File: config.mk
export PLATFORM = sky130hd
export DESIGN_NAME = selective_repeat_receive_window_core_flat
export DESIGN_NICKNAME = d
export VERILOG_FILES = /design/src/hw/rtl/srw_pkg.sv /design/src/hw/rtl/srw_if.sv /design/src/hw/rtl/srw_ram.sv /design/src/hw/rtl/srw_cfg.sv /design/src/hw/rtl/srw_seq.sv /design/src/hw/rtl/selective_repeat_receive_window_core.sv /design/src/flat_wrapper.sv
export SDC_FILE = /design/constraint.sdc
export NUM_CORES = 1
export LEC_CHECK = 0
export ABC_AREA = 1
export BUFFER_PORTS_ARGS = -buffer_cell sky130_fd_sc_hd__clkbuf_2
export CORE_ASPECT_RATIO = 0.6
export CORE_UTILIZATION = 39
export DETAILED_ROUTE_END_ITERATION = 7
export MAX_ROUTING_LAYER = met4
export PLACE_DENSITY = 0.54
export SYNTH_ARGS = -nofsm -noshare
export SYNTH_HDL_FRONTEND = slang
export SYNTH_HIERARCHICAL = 1
export SYNTH_SLANG_ARGS = --single-unit
File: constraint.sdc
create_clock -name clk -period 9.65 [get_ports clk]
set_clock_uncertainty 0.1 [all_clocks]
set_input_delay 0 -clock clk [delete_from_list [all_inputs] [get_ports clk]]
set_output_delay 0 -clock clk [all_outputs]
set_load 0.01 [all_outputs]
File: src/hw/rtl/srw_pkg.sv
// Shared types and constants for the selective-repeat receive window.
// No dependencies; every other file in the block except srw_ram imports this package.
package srw_pkg;

  localparam int WINDOW_DEF      = 16;
  localparam int MAX_SEGMENT_DEF = 1024;

  localparam int SEQ_W      = 16;
  localparam int PLEN_W     = 16;
  localparam int DBYTES_W   = 11;
  localparam int CNT_W      = 32;
  localparam int CFG_DATA_W = 32;
  // byte address; bit 2 and up select the register
  localparam int CFG_ADDR_W = 3;
  localparam int REG_IDX_W  = CFG_ADDR_W - 2;

  localparam logic [REG_IDX_W-1:0] REG_SECOND_TRANSFER = '0;

  typedef enum logic [1:0] {
    KIND_ACK     = 2'd0,
    KIND_DELIVER = 2'd1,
    KIND_FINAL   = 2'd2
  } result_kind_t;

  typedef enum logic [2:0] {
    S_IDLE,
    S_EVAL,
    S_ACK,
    S_READ,
    S_DELIVER,
    S_FINAL
  } seq_state_t;

  typedef struct packed {
    result_kind_t          result_kind;
    logic [SEQ_W-1:0]      ack_number;
    logic [SEQ_W-1:0]      delivered_seq;
    logic [DBYTES_W-1:0]   delivered_bytes;
    logic [CNT_W-1:0]      byte_offset;
    logic [CNT_W-1:0]      total_bytes;
    logic                  transfer_done;
    logic                  last_of_run;
  } srw_result_t;

endpackage

File: src/hw/rtl/srw_if.sv
// Valid/ready channel interfaces: segment headers in, window results out.
// Depends on srw_pkg for field widths.
interface srw_in_if;
  import srw_pkg::*;

  logic              valid;
  logic              ready;
  logic [SEQ_W-1:0]  seq_num;
  logic              is_ack;
  logic              is_syn;
  logic              is_last;
  logic              checksum_ok;
  logic [PLEN_W-1:0] payload_length;

  modport source (
    output valid, seq_num, is_ack, is_syn, is_last, checksum_ok, payload_length,
    input  ready
  );
  modport sink (
    input  valid, seq_num, is_ack, is_syn, is_last, checksum_ok, payload_length,
    output ready
  );
endinterface

interface srw_out_if;
  import srw_pkg::*;

  logic                valid;
  logic                ready;
  logic [1:0]          result_kind;
  logic [SEQ_W-1:0]    ack_number;
  logic [SEQ_W-1:0]    delivered_seq;
  logic [DBYTES_W-1:0] delivered_bytes;
  logic [CNT_W-1:0]    byte_offset;
  logic [CNT_W-1:0]    total_bytes;
  logic                transfer_done;
  logic                last_of_run;

  modport source (
    output valid, result_kind, ack_number, delivered_seq, delivered_bytes,
           byte_offset, total_bytes, transfer_done, last_of_run,
    input  ready
  );
  modport sink (
    input  valid, result_kind, ack_number, delivered_seq, delivered_bytes,
           byte_offset, total_bytes, transfer_done, last_of_run,
    output ready
  );
endinterface

File: src/hw/rtl/srw_ram.sv
// Generic simple dual-port RAM: one write port, one read port, registered read.
// No dependencies.
module srw_ram #(
  parameter int WIDTH = 8,
  parameter int DEPTH = 16
) (
  input  logic                                   clk,
  input  logic                                   we,
  input  logic [((DEPTH > 1) ? $clog2(DEPTH) : 1)-1:0] waddr,
  input  logic [WIDTH-1:0]                       wdata,
  input  logic [((DEPTH > 1) ? $clog2(DEPTH) : 1)-1:0] raddr,
  output logic [WIDTH-1:0]                       rdata
);

  logic [WIDTH-1:0] mem_r [DEPTH];
  logic [WIDTH-1:0] rdata_r;

  always_ff @(posedge clk) begin
    if (we) begin
      mem_r[waddr] <= wdata;
    end
    rdata_r <= mem_r[raddr];
  end

  assign rdata = rdata_r;

endmodule

File: src/hw/rtl/srw_cfg.sv
// APB-style register port holding the second_transfer mode bit.
// Depends on srw_pkg.
module srw_cfg (
  input  logic                            clk,
  input  logic                            rst_n,
  input  logic                            psel,
  input  logic                            penable,
  input  logic                            pwrite,
  input  logic [srw_pkg::CFG_ADDR_W-1:0]  paddr,
  input  logic [srw_pkg::CFG_DATA_W-1:0]  pwdata,
  output logic [srw_pkg::CFG_DATA_W-1:0]  prdata,
  output logic                            pready,
  output logic                            second_transfer
);
  import srw_pkg::*;

  logic                 second_r;
  logic                 second_nxt;
  logic [REG_IDX_W-1:0] reg_idx;
  logic                 wr_hit;

  assign reg_idx = paddr[CFG_ADDR_W-1:2];
  assign wr_hit  = psel && penable && pwrite && (reg_idx == REG_SECOND_TRANSFER);

  always_comb begin
    second_nxt = second_r;
    if (wr_hit) begin
      second_nxt = pwdata[0];
    end
  end

  always_ff @(posedge clk) begin
    if (!rst_n) begin
      second_r <= 1'b0;
    end else begin
      second_r <= second_nxt;
    end
  end

  always_comb begin
    prdata = '0;
    if (reg_idx == REG_SECOND_TRANSFER) begin
      prdata = {{(CFG_DATA_W-1){1'b0}}, second_r};
    end
  end

  assign pready          = 1'b1;
  assign second_transfer = second_r;

endmodule

File: src/hw/rtl/srw_seq.sv
// Window sequencer: classifies a header, buffers the slot, then walks the
// in-order slots one delivery at a time. Depends on srw_pkg, srw_if, srw_ram.
module srw_seq #(
  parameter int WINDOW      = srw_pkg::WINDOW_DEF,
  parameter int MAX_SEGMENT = srw_pkg::MAX_SEGMENT_DEF
) (
  input  logic                 clk,
  input  logic                 rst_n,
  srw_in_if.sink               in_ch,
  input  logic                 second_transfer,
  input  logic                 out_free,
  output logic                 res_push,
  output srw_pkg::srw_result_t res
);
  import srw_pkg::*;

  localparam int IDX_W      = (WINDOW > 1) ? $clog2(WINDOW) : 1;
  localparam int SLOT_LEN_W = $clog2(MAX_SEGMENT + 1);
  localparam int WORD_W     = SLOT_LEN_W + 1;

  localparam logic [IDX_W:0]     WIN_EXT  = (IDX_W+1)'(WINDOW);
  localparam logic [IDX_W-1:0]   LAST_IDX = IDX_W'(WINDOW - 1);
  localparam logic [SEQ_W-1:0]   WIN_SEQ  = SEQ_W'(WINDOW);
  localparam logic [PLEN_W-1:0]  SEG_CAP  = PLEN_W'(MAX_SEGMENT);
  localparam logic [CNT_W-1:0]   SEG_STEP = CNT_W'(MAX_SEGMENT);

  seq_state_t state_r, state_nxt;

  // latched header
  logic [SEQ_W-1:0]  seq_r;
  logic              ack_r, syn_r, last_r, ok_r;
  logic [PLEN_W-1:0] plen_r;

  // window state
  logic [SEQ_W-1:0]  base_r, base_nxt;
  logic [IDX_W-1:0]  base_idx_r, base_idx_nxt;
  logic [WINDOW-1:0] recv_r, recv_nxt;
  logic [CNT_W-1:0]  offset_r, offset_nxt;
  logic [CNT_W-1:0]  total_r, total_nxt;
  logic              finished_r, finished_nxt;
  logic              start_r, start_nxt;

  // classification
  logic [SEQ_W-1:0]  ahead, behind;
  logic              in_win, in_prev, filtered, take, repeat_ack;
  logic [IDX_W:0]    slot_sum, slot_wrap;
  logic [IDX_W-1:0]  wr_idx;
  logic [PLEN_W-1:0] cap_len;

  // delivery
  logic [WORD_W-1:0]     ram_rdata;
  logic [SLOT_LEN_W-1:0] rd_len;
  logic                  rd_last;
  logic [CNT_W:0]        sum_ext;
  logic [CNT_W-1:0]      total_sat;
  logic [IDX_W-1:0]      next_idx;
  logic                  next_recv;
  logic                  ram_we;

  assign ahead      = seq_r - base_r;
  assign behind     = base_r - seq_r;
  assign in_win     = ahead < WIN_SEQ;
  assign in_prev    = (behind != '0) && (behind <= WIN_SEQ);
  assign filtered   = (second_transfer && (base_r == '0) && last_r) || ack_r || syn_r;
  assign take       = ok_r && !finished_r && in_win && !filtered;
  assign repeat_ack = ok_r && !finished_r && !in_win && in_prev;

  // physical slot = (base_idx + ahead) mod WINDOW, both terms below WINDOW
  assign slot_sum  = {1'b0, base_idx_r} + {1'b0, ahead[IDX_W-1:0]};
  assign slot_wrap = slot_sum - WIN_EXT;
  assign wr_idx    = (slot_sum >= WIN_EXT) ? slot_wrap[IDX_W-1:0] : slot_sum[IDX_W-1:0];
  assign cap_len   = (plen_r < SEG_CAP) ? plen_r : SEG_CAP;

  assign rd_len    = ram_rdata[SLOT_LEN_W-1:0];
  assign rd_last   = ram_rdata[SLOT_LEN_W];
  assign sum_ext   = {1'b0, total_r} + (CNT_W+1)'(rd_len);
  assign total_sat = sum_ext[CNT_W] ? '1 : sum_ext[CNT_W-1:0];
  assign next_idx  = (base_idx_r == LAST_IDX) ? '0 : base_idx_r + 1'b1;
  // with a one-slot window the next slot is the one being freed
  assign next_recv = recv_r[next_idx] && (next_idx != base_idx_r);

  assign ram_we = (state_r == S_EVAL) && take;

  srw_ram #(
    .WIDTH (WORD_W),
    .DEPTH (WINDOW)
  ) u_slot_ram (
    .clk   (clk),
    .we    (ram_we),
    .waddr (wr_idx),
    .wdata ({last_r, cap_len[SLOT_LEN_W-1:0]}),
    .raddr (base_idx_r),
    .rdata (ram_rdata)
  );

  // next state
  always_comb begin
    state_nxt = state_r;
    case (state_r)
      S_IDLE: begin
        if (in_ch.valid) state_nxt = S_EVAL;
      end
      S_EVAL: begin
        state_nxt = (take || repeat_ack) ? S_ACK : S_IDLE;
      end
      S_ACK: begin
        if (out_free) state_nxt = start_r ? S_READ : S_IDLE;
      end
      S_READ: begin
        state_nxt = S_DELIVER;
      end
      S_DELIVER: begin
        if (out_free) begin
          if (rd_last) begin
            state_nxt = second_transfer ? S_FINAL : S_IDLE;
          end else begin
            state_nxt = next_recv ? S_READ : S_IDLE;
          end
        end
      end
      S_FINAL: begin
        if (out_free) state_nxt = S_IDLE;
      end
      default: state_nxt = S_IDLE;
    endcase
  end

  // outputs
  always_comb begin
    in_ch.ready = 1'b0;
    res_push    = 1'b0;
    res         = '0;
    case (state_r)
      S_IDLE: begin
        in_ch.ready = 1'b1;
      end
      S_ACK: begin
        res_push        = out_free;
        res.result_kind = KIND_ACK;
        res.ack_number  = seq_r;
        res.last_of_run = !start_r;
      end
      S_DELIVER: begin
        res_push            = out_free;
        res.result_kind     = KIND_DELIVER;
        res.delivered_seq   = base_r;
        res.delivered_bytes = DBYTES_W'(rd_len);
        res.byte_offset     = offset_r;
        res.total_bytes     = total_sat;
        res.transfer_done   = rd_last;
        res.last_of_run     = rd_last ? !second_transfer : !next_recv;
      end
      S_FINAL: begin
        res_push          = out_free;
        res.result_kind   = KIND_FINAL;
        res.ack_number    = seq_r;
        res.total_bytes   = total_r;
        res.transfer_done = 1'b1;
        res.last_of_run   = 1'b1;
      end
      default: begin
        res_push = 1'b0;
      end
    endcase
  end

  // window datapath
  always_comb begin
    base_nxt     = base_r;
    base_idx_nxt = base_idx_r;
    recv_nxt     = recv_r;
    offset_nxt   = offset_r;
    total_nxt    = total_r;
    finished_nxt = finished_r;
    start_nxt    = start_r;
    case (state_r)
      S_EVAL: begin
        start_nxt = take && (ahead == '0);
        if (take) recv_nxt[wr_idx] = 1'b1;
      end
      S_DELIVER: begin
        if (out_free) begin
          total_nxt = total_sat;
          if (rd_last) begin
            finished_nxt = 1'b1;
          end else begin
            base_nxt             = base_r + 1'b1;
            base_idx_nxt         = next_idx;
            recv_nxt[base_idx_r] = 1'b0;
            offset_nxt           = offset_r + SEG_STEP;
          end
        end
      end
      default: begin
        start_nxt = start_r;
      end
    endcase
  end

  always_ff @(posedge clk) begin
    if (!rst_n) begin
      state_r    <= S_IDLE;
      base_r     <= '0;
      base_idx_r <= '0;
      recv_r     <= '0;
      offset_r   <= '0;
      total_r    <= '0;
      finished_r <= 1'b0;
      start_r    <= 1'b0;
    end else begin
      state_r    <= state_nxt;
      base_r     <= base_nxt;
      base_idx_r <= base_idx_nxt;
      recv_r     <= recv_nxt;
      offset_r   <= offset_nxt;
      total_r    <= total_nxt;
      finished_r <= finished_nxt;
      start_r    <= start_nxt;
    end
  end

  always_ff @(posedge clk) begin
    if (in_ch.valid && in_ch.ready) begin
      seq_r  <= in_ch.seq_num;
      ack_r  <= in_ch.is_ack;
      syn_r  <= in_ch.is_syn;
      last_r <= in_ch.is_last;
      ok_r   <= in_ch.checksum_ok;
      plen_r <= in_ch.payload_length;
    end
  end

endmodule

File: src/hw/rtl/selective_repeat_receive_window_core.sv
// Channel    Dir  Handshake          Carries
// in_ch      in   valid/ready        one segment header per item
// out_ch     out  valid/ready        ACK, in-order delivery or final ACK|LAST
// apb        in   psel/penable/pwr.  second_transfer mode bit at byte 0
//
// An item that yields nothing passes accept and classify; one that yields an ACK
// passes accept, classify and ACK, followed by a slot RAM read and an emit for each
// in-order delivery and, with second_transfer set, a final ACK|LAST; the registered
// read of the slot RAM is why each delivery needs its own read step.
// Reset (rst_n low, synchronous) clears window base, received marks, counters
// and the done flag at once. A full output register holds the sequencer until
// the item is taken; in_ch.ready is high only while no header is in work.
// Top level: config port, window sequencer and output register.
// Depends on srw_pkg, srw_if, srw_cfg, srw_seq.
module selective_repeat_receive_window_core #(
  parameter int WINDOW      = srw_pkg::WINDOW_DEF,
  parameter int MAX_SEGMENT = srw_pkg::MAX_SEGMENT_DEF
) (
  input  logic                           clk,
  input  logic                           rst_n,
  srw_in_if.sink                         in_ch,
  srw_out_if.source                      out_ch,
  input  logic                           psel,
  input  logic                           penable,
  input  logic                           pwrite,
  input  logic [srw_pkg::CFG_ADDR_W-1:0] paddr,
  input  logic [srw_pkg::CFG_DATA_W-1:0] pwdata,
  output logic [srw_pkg::CFG_DATA_W-1:0] prdata,
  output logic                           pready
);
  import srw_pkg::*;

  logic        second_transfer;
  logic        out_free;
  logic        res_push;
  srw_result_t res;

  logic        out_vld_r, out_vld_nxt;
  srw_result_t out_res_r;

  srw_cfg u_cfg (
    .clk             (clk),
    .rst_n           (rst_n),
    .psel            (psel),
    .penable         (penable),
    .pwrite          (pwrite),
    .paddr           (paddr),
    .pwdata          (pwdata),
    .prdata          (prdata),
    .pready          (pready),
    .second_transfer (second_transfer)
  );

  srw_seq #(
    .WINDOW      (WINDOW),
    .MAX_SEGMENT (MAX_SEGMENT)
  ) u_seq (
    .clk             (clk),
    .rst_n           (rst_n),
    .in_ch           (in_ch),
    .second_transfer (second_transfer),
    .out_free        (out_free),
    .res_push        (res_push),
    .res             (res)
  );

  assign out_free = !out_vld_r || out_ch.ready;

  always_comb begin
    out_vld_nxt = out_vld_r;
    if (res_push) begin
      out_vld_nxt = 1'b1;
    end else if (out_ch.ready) begin
      out_vld_nxt = 1'b0;
    end
  end

  always_ff @(posedge clk) begin
    if (!rst_n) begin
      out_vld_r <= 1'b0;
    end else begin
      out_vld_r <= out_vld_nxt;
    end
  end

  always_ff @(posedge clk) begin
    if (res_push) begin
      out_res_r <= res;
    end
  end

  assign out_ch.valid           = out_vld_r;
  assign out_ch.result_kind     = out_res_r.result_kind;
  assign out_ch.ack_number      = out_res_r.ack_number;
  assign out_ch.delivered_seq   = out_res_r.delivered_seq;
  assign out_ch.delivered_bytes = out_res_r.delivered_bytes;
  assign out_ch.byte_offset     = out_res_r.byte_offset;
  assign out_ch.total_bytes     = out_res_r.total_bytes;
  assign out_ch.transfer_done   = out_res_r.transfer_done;
  assign out_ch.last_of_run     = out_res_r.last_of_run;

endmodule
File: src/flat_wrapper.sv
// flat-port wrapper written by rule: the top's interface ports become plain ports
module selective_repeat_receive_window_core_flat import srw_pkg::*;
#(
  parameter int WINDOW      = srw_pkg::WINDOW_DEF,
  parameter int MAX_SEGMENT = srw_pkg::MAX_SEGMENT_DEF
)
  (clk, rst_n, psel, penable, pwrite, paddr, pwdata, prdata, pready, in_ch_valid, in_ch_seq_num, in_ch_is_ack, in_ch_is_syn, in_ch_is_last, in_ch_checksum_ok, in_ch_payload_length, in_ch_ready, out_ch_valid, out_ch_result_kind, out_ch_ack_number, out_ch_delivered_seq, out_ch_delivered_bytes, out_ch_byte_offset, out_ch_total_bytes, out_ch_transfer_done, out_ch_last_of_run, out_ch_ready);
  srw_in_if in_ch_i ();
  srw_out_if out_ch_i ();
  input  logic clk;
  input  logic rst_n;
  input  logic psel;
  input  logic penable;
  input  logic pwrite;
  input  logic [srw_pkg::CFG_ADDR_W-1:0] paddr;
  input  logic [srw_pkg::CFG_DATA_W-1:0] pwdata;
  output logic [srw_pkg::CFG_DATA_W-1:0] prdata;
  output logic pready;
  input wire logic [$bits(in_ch_i.valid)-1:0] in_ch_valid;
  input wire logic [$bits(in_ch_i.seq_num)-1:0] in_ch_seq_num;
  input wire logic [$bits(in_ch_i.is_ack)-1:0] in_ch_is_ack;
  input wire logic [$bits(in_ch_i.is_syn)-1:0] in_ch_is_syn;
  input wire logic [$bits(in_ch_i.is_last)-1:0] in_ch_is_last;
  input wire logic [$bits(in_ch_i.checksum_ok)-1:0] in_ch_checksum_ok;
  input wire logic [$bits(in_ch_i.payload_length)-1:0] in_ch_payload_length;
  output wire logic [$bits(in_ch_i.ready)-1:0] in_ch_ready;
  output wire logic [$bits(out_ch_i.valid)-1:0] out_ch_valid;
  output wire logic [$bits(out_ch_i.result_kind)-1:0] out_ch_result_kind;
  output wire logic [$bits(out_ch_i.ack_number)-1:0] out_ch_ack_number;
  output wire logic [$bits(out_ch_i.delivered_seq)-1:0] out_ch_delivered_seq;
  output wire logic [$bits(out_ch_i.delivered_bytes)-1:0] out_ch_delivered_bytes;
  output wire logic [$bits(out_ch_i.byte_offset)-1:0] out_ch_byte_offset;
  output wire logic [$bits(out_ch_i.total_bytes)-1:0] out_ch_total_bytes;
  output wire logic [$bits(out_ch_i.transfer_done)-1:0] out_ch_transfer_done;
  output wire logic [$bits(out_ch_i.last_of_run)-1:0] out_ch_last_of_run;
  input wire logic [$bits(out_ch_i.ready)-1:0] out_ch_ready;
  assign in_ch_i.valid = in_ch_valid;
  assign in_ch_i.seq_num = in_ch_seq_num;
  assign in_ch_i.is_ack = in_ch_is_ack;
  assign in_ch_i.is_syn = in_ch_is_syn;
  assign in_ch_i.is_last = in_ch_is_last;
  assign in_ch_i.checksum_ok = in_ch_checksum_ok;
  assign in_ch_i.payload_length = in_ch_payload_length;
  assign in_ch_ready = in_ch_i.ready;
  assign out_ch_valid = out_ch_i.valid;
  assign out_ch_result_kind = out_ch_i.result_kind;
  assign out_ch_ack_number = out_ch_i.ack_number;
  assign out_ch_delivered_seq = out_ch_i.delivered_seq;
  assign out_ch_delivered_bytes = out_ch_i.delivered_bytes;
  assign out_ch_byte_offset = out_ch_i.byte_offset;
  assign out_ch_total_bytes = out_ch_i.total_bytes;
  assign out_ch_transfer_done = out_ch_i.transfer_done;
  assign out_ch_last_of_run = out_ch_i.last_of_run;
  assign out_ch_i.ready = out_ch_ready;
  selective_repeat_receive_window_core #(.WINDOW(WINDOW), .MAX_SEGMENT(MAX_SEGMENT)) u_core (.clk(clk), .rst_n(rst_n), .in_ch(in_ch_i), .out_ch(out_ch_i), .psel(psel), .penable(penable), .pwrite(pwrite), .paddr(paddr), .pwdata(pwdata), .prdata(prdata), .pready(pready));
endmodule
==> run_results.csv <==
group,metric,value,unit
synth,netlist_area,0.0221,mm²
run,maxCapViolations,0,
synth,synth-async-reset-ratio,0,
sta,slew_headroom,0.151,
sta,period_share,0.440,
power_and_ir_drop,p_per_area,170,mW/mm²
setup_path,r2r_start,"u_core/u_seq/seq_r[0]$_DFFE_PP_",
global_route,grt.overflow.total,0,
setup_path,worst-r2r-setup-slack,5.41,ns
synth,yosysUniqueCellTypes,53,
finish,syn2layout_area_growth,14.9,%
detailed_routing,vias,17200,
setup_path,cp-end-kind,"register",
placed_design,place.port_buffers,158,
detailed_routing,wl_per_cell,16.9,µm
clocking,cts.reportedPaths.clkPinSlew,0.06,ns
sta,rsz0062_at_grt,"false",
clocking,clockBufferDepth,3,
synth,syn_area_per_cell,8.81,µm²
floorplan,row_count,67,
clocking,cts_tree,"done",
hold_path,hold_path_end,"u_core/u_seq/plen_r[6]$_DFFE_PP_",
global_route,grt_pass1_wl,92000,µm
setup_path,r2r-end,"u_core/u_seq/u_slot_ram/mem_r[7][2]$_DFFE_PP_",
global_route,antenna_found_initial,1,
setup_path,cp_max_fo,12,
floorplan,dieArea,0.0578,mm²
clocking,cts_resized,0,
floorplan,die_y,187,µm
sta,final-setup-viol-count,0,
clocking,postCtsSetupRepairBufs,0,
outcome,status,"completed",
synth,yosysWarnings,6,
power_and_ir_drop,ir_drop,0.125,mV
synth,ys_ff_latch,448,
clocking,clk_latency,0.59,ns
sta,finalMaxSlewViolations,0,
hold_path,hold_depth,2,
global_route,grt_max_degree,77,
hold_path,worstHoldStart,"in_ch_payload_length[6]",
clocking,htree_levels,2,
sta,fin_ws,5.41,ns
detailed_routing,drcViolationCount,0,
finish,antenna_cells,0,
placed_design,pre_cts_ws,5.43,ns
detailed_routing,drtPass1Iterations,5,
floorplan,die_w,310,µm
detailed_routing,first_iter_violations,1620,
finish,final_nets,2845,
synth,syn_inst,2515,
detailed_routing,final_antenna_net_count,0,
clocking,cts_buffers,45,
finish,mostFrequentLayoutCell,"nand2_1",
setup_path,start_kind,"register",
setup_path,r2r_cells,13,
sta,fin_crit,4.24,ns
sta,finalSetupTns,0,ns
finish,drive_gt1_frac,0.121,
floorplan,initial_core_util,0.396,
power_and_ir_drop,p_leak,10.9,nW
finish,final_cell_mix,"nand2_1, inv_1, edfxtp_1",
sta,worst-slew-pin-transition,1.27,ns
placed_design,gp_congestion,0.916,
detailed_routing,totalWireLength,59300,µm
setup_path,critPathArrivalTime,4.33,ns
global_route,globalRouteTotalUtil,0.212,
synth,synth_edf_count,339,
floorplan,core,0.0559,mm²
sta,fmax,236,MHz
placed_design,hpwl,39700,µm
synth,synth-seq-area-share,0.558,
clocking,cts_root_buf,"clkbuf_16",
setup_path,crit_required,9.74,ns
setup_path,setup.worst_path.class,"reg2reg",
synth,synth_ff_type,"edfxtp_1",
clocking,clock_sinks,448,
detailed_routing,via_per_inst,4.91,
sta,hold_viol,0,
global_route,grt_pass1_vias,16100,
hold_path,min-delay-path-class,"in2reg",
floorplan,io_pins,224,
## metal layers
layer / part of all wire / track usage / routed length, µm
met3: 0.075 / 0.0318 / 4470
met2: 0.39 / 0.279 / 23200
met5: 0 / - / 0
met4: 0.014 / 0.0375 / 803
met1: 0.52 / 0.338 / 30800
## flip-flops by register name, indices dropped and copies added (netlist names), 2 cells and up
name	count
u_core/u_seq/u_slot_ram/rdata	12
u_core/u_seq/base_r	16
u_core/u_seq/total_r	32
u_core/out_ch.delivered_bytes	11
u_core/u_seq/seq_r	16
u_core/u_seq/offset_r	22
u_core/u_seq/plen_r	16
u_core/u_seq/recv_r	16
u_core/u_seq/state_r	3
u_core/out_ch.byte_offset	32
u_core/out_ch.delivered_seq	16
u_core/out_ch.result_kind	2
u_core/out_ch.total_bytes	32
u_core/u_seq/base_idx_r	4
u_core/u_seq/u_slot_ram/mem_r	192
u_core/out_ch.ack_number	16
## final cells by class
class                   count  area (µm²)
fillers                  5374       30500
flip-flops and latches    448       12400
repair buffers            237        1510
inverters                 418        1570
clock inverters            19         209
clock buffers              63        1230
multi-input cells        1563        7620
well taps                 759         950
## synth_stat cells (5+ instances only)
cell	instances	area, µm²
a21oi_1	115	576
buf_1	11	41.3
buf_2	28	140
buf_4	47	353
buf_6	7	78.8
clkbuf_1	30	113
dfxtp_1	109	2180
edfxtp_1	339	10200
ha_1	51	638
inv_1	404	1520
inv_2	10	37.5
nand2_1	645	2420
nand2_2	13	81.3
nand3_1	255	1280
nand3_2	7	70.1
nand4_1	28	175
nor2_1	174	653
nor2_2	8	50.1
nor2_4	5	56.3
nor3_1	23	115
nor3b_1	5	37.5
nor4_1	8	50.1
o211ai_1	5	37.5
o21ai_0	99	495
o21ai_1	7	35.0
or2_2	11	68.8
xor2_1	13	114
## critical path, stage by stage (launching register included)
cell      delay (ns)
edfxtp_1        0.35
inv_1           0.06
ha_1            0.22
fa_1            0.41
xnor2_1         0.32
ha_1            0.34
a21oi_1         0.16
nand2_1         0.08
xor2_1          0.15
or2_1           0.20
nand2_1         0.13
inv_1           0.11
nand3b_1        0.23
nor2_1          0.97
## metrics by stage
step                      cell area (µm²)  hold slack (ns)  total power, mW  utilization  instances
after detailed placement            23500           0.0786             2.61        0.421       3376
after global placement              23500           0.0771             2.61        0.421       3376
after CTS                           25500         0.000778             4.36        0.455       3507
final                               25500           0.0246             4.32        0.455       3507
after floorplan                     22300          -0.0525             2.48            -       2554
after global routing                25500           0.0208             4.50        0.455       3507
## what timing repair did
| action | CTS | global route |
|---|---|---|
| setup endpoints to repair | 0 | 0 |
| hold buffers | 49 | 0 |
| endpoints found under the hold margin | 84 | 0 |
## worst max path at each step
stage / startpoint / endpoint / slack (ns) / depth (start not counted)
CTS: u_core/u_seq/seq_r[0]$_DFFE_PP_ / u_core/u_seq/u_slot_ram/mem_r[4][6]$_DFFE_PP_ / 5.41 / 13
finish: u_core/u_seq/seq_r[0]$_DFFE_PP_ / u_core/u_seq/u_slot_ram/mem_r[7][2]$_DFFE_PP_ / 5.41 / 13
detailed placement: u_core/u_seq/seq_r[0]$_DFFE_PP_ / u_core/u_seq/u_slot_ram/mem_r[4][6]$_DFFE_PP_ / 5.43 / 13
global route: u_core/u_seq/seq_r[0]$_DFFE_PP_ / u_core/u_seq/u_slot_ram/mem_r[11][11]$_DFFE_PP_ / 5.18 / 16
floorplan: u_core/u_seq/state_r[1]$_SDFFE_PN0P_ / u_core/out_ch.valid$_SDFFE_PN0P_ / 5.63 / 9
global placement: u_core/u_seq/seq_r[0]$_DFFE_PP_ / u_core/u_seq/u_slot_ram/mem_r[6][4]$_DFFE_PP_ / 5.46 / 13
## kinds of logic (layout without fill, tap and decap cells)
group / after synthesis / after routing / synth area share
buffers and inverters: 543 / 737 / 0.105
and+or+nand+nor: 1203 / 1203 / 0.239
adders and majority gates: 54 / 54 / 0.0315
DFF: 448 / 448 / 0.558
xor gates and xnor gates: 17 / 17 / 0.00672
other: 3 / 42 / 0.000508
AOI/OAI and AO/OA: 247 / 247 / 0.0595
## where the power goes
part	internal, mW	leakage (nW)	switching [mW]
combinational	0.130	5.74	0.311
clock	0.959	0.696	0.770
sequential	2.12	4.44	0.0285
(Power assumes the default switching activity.)
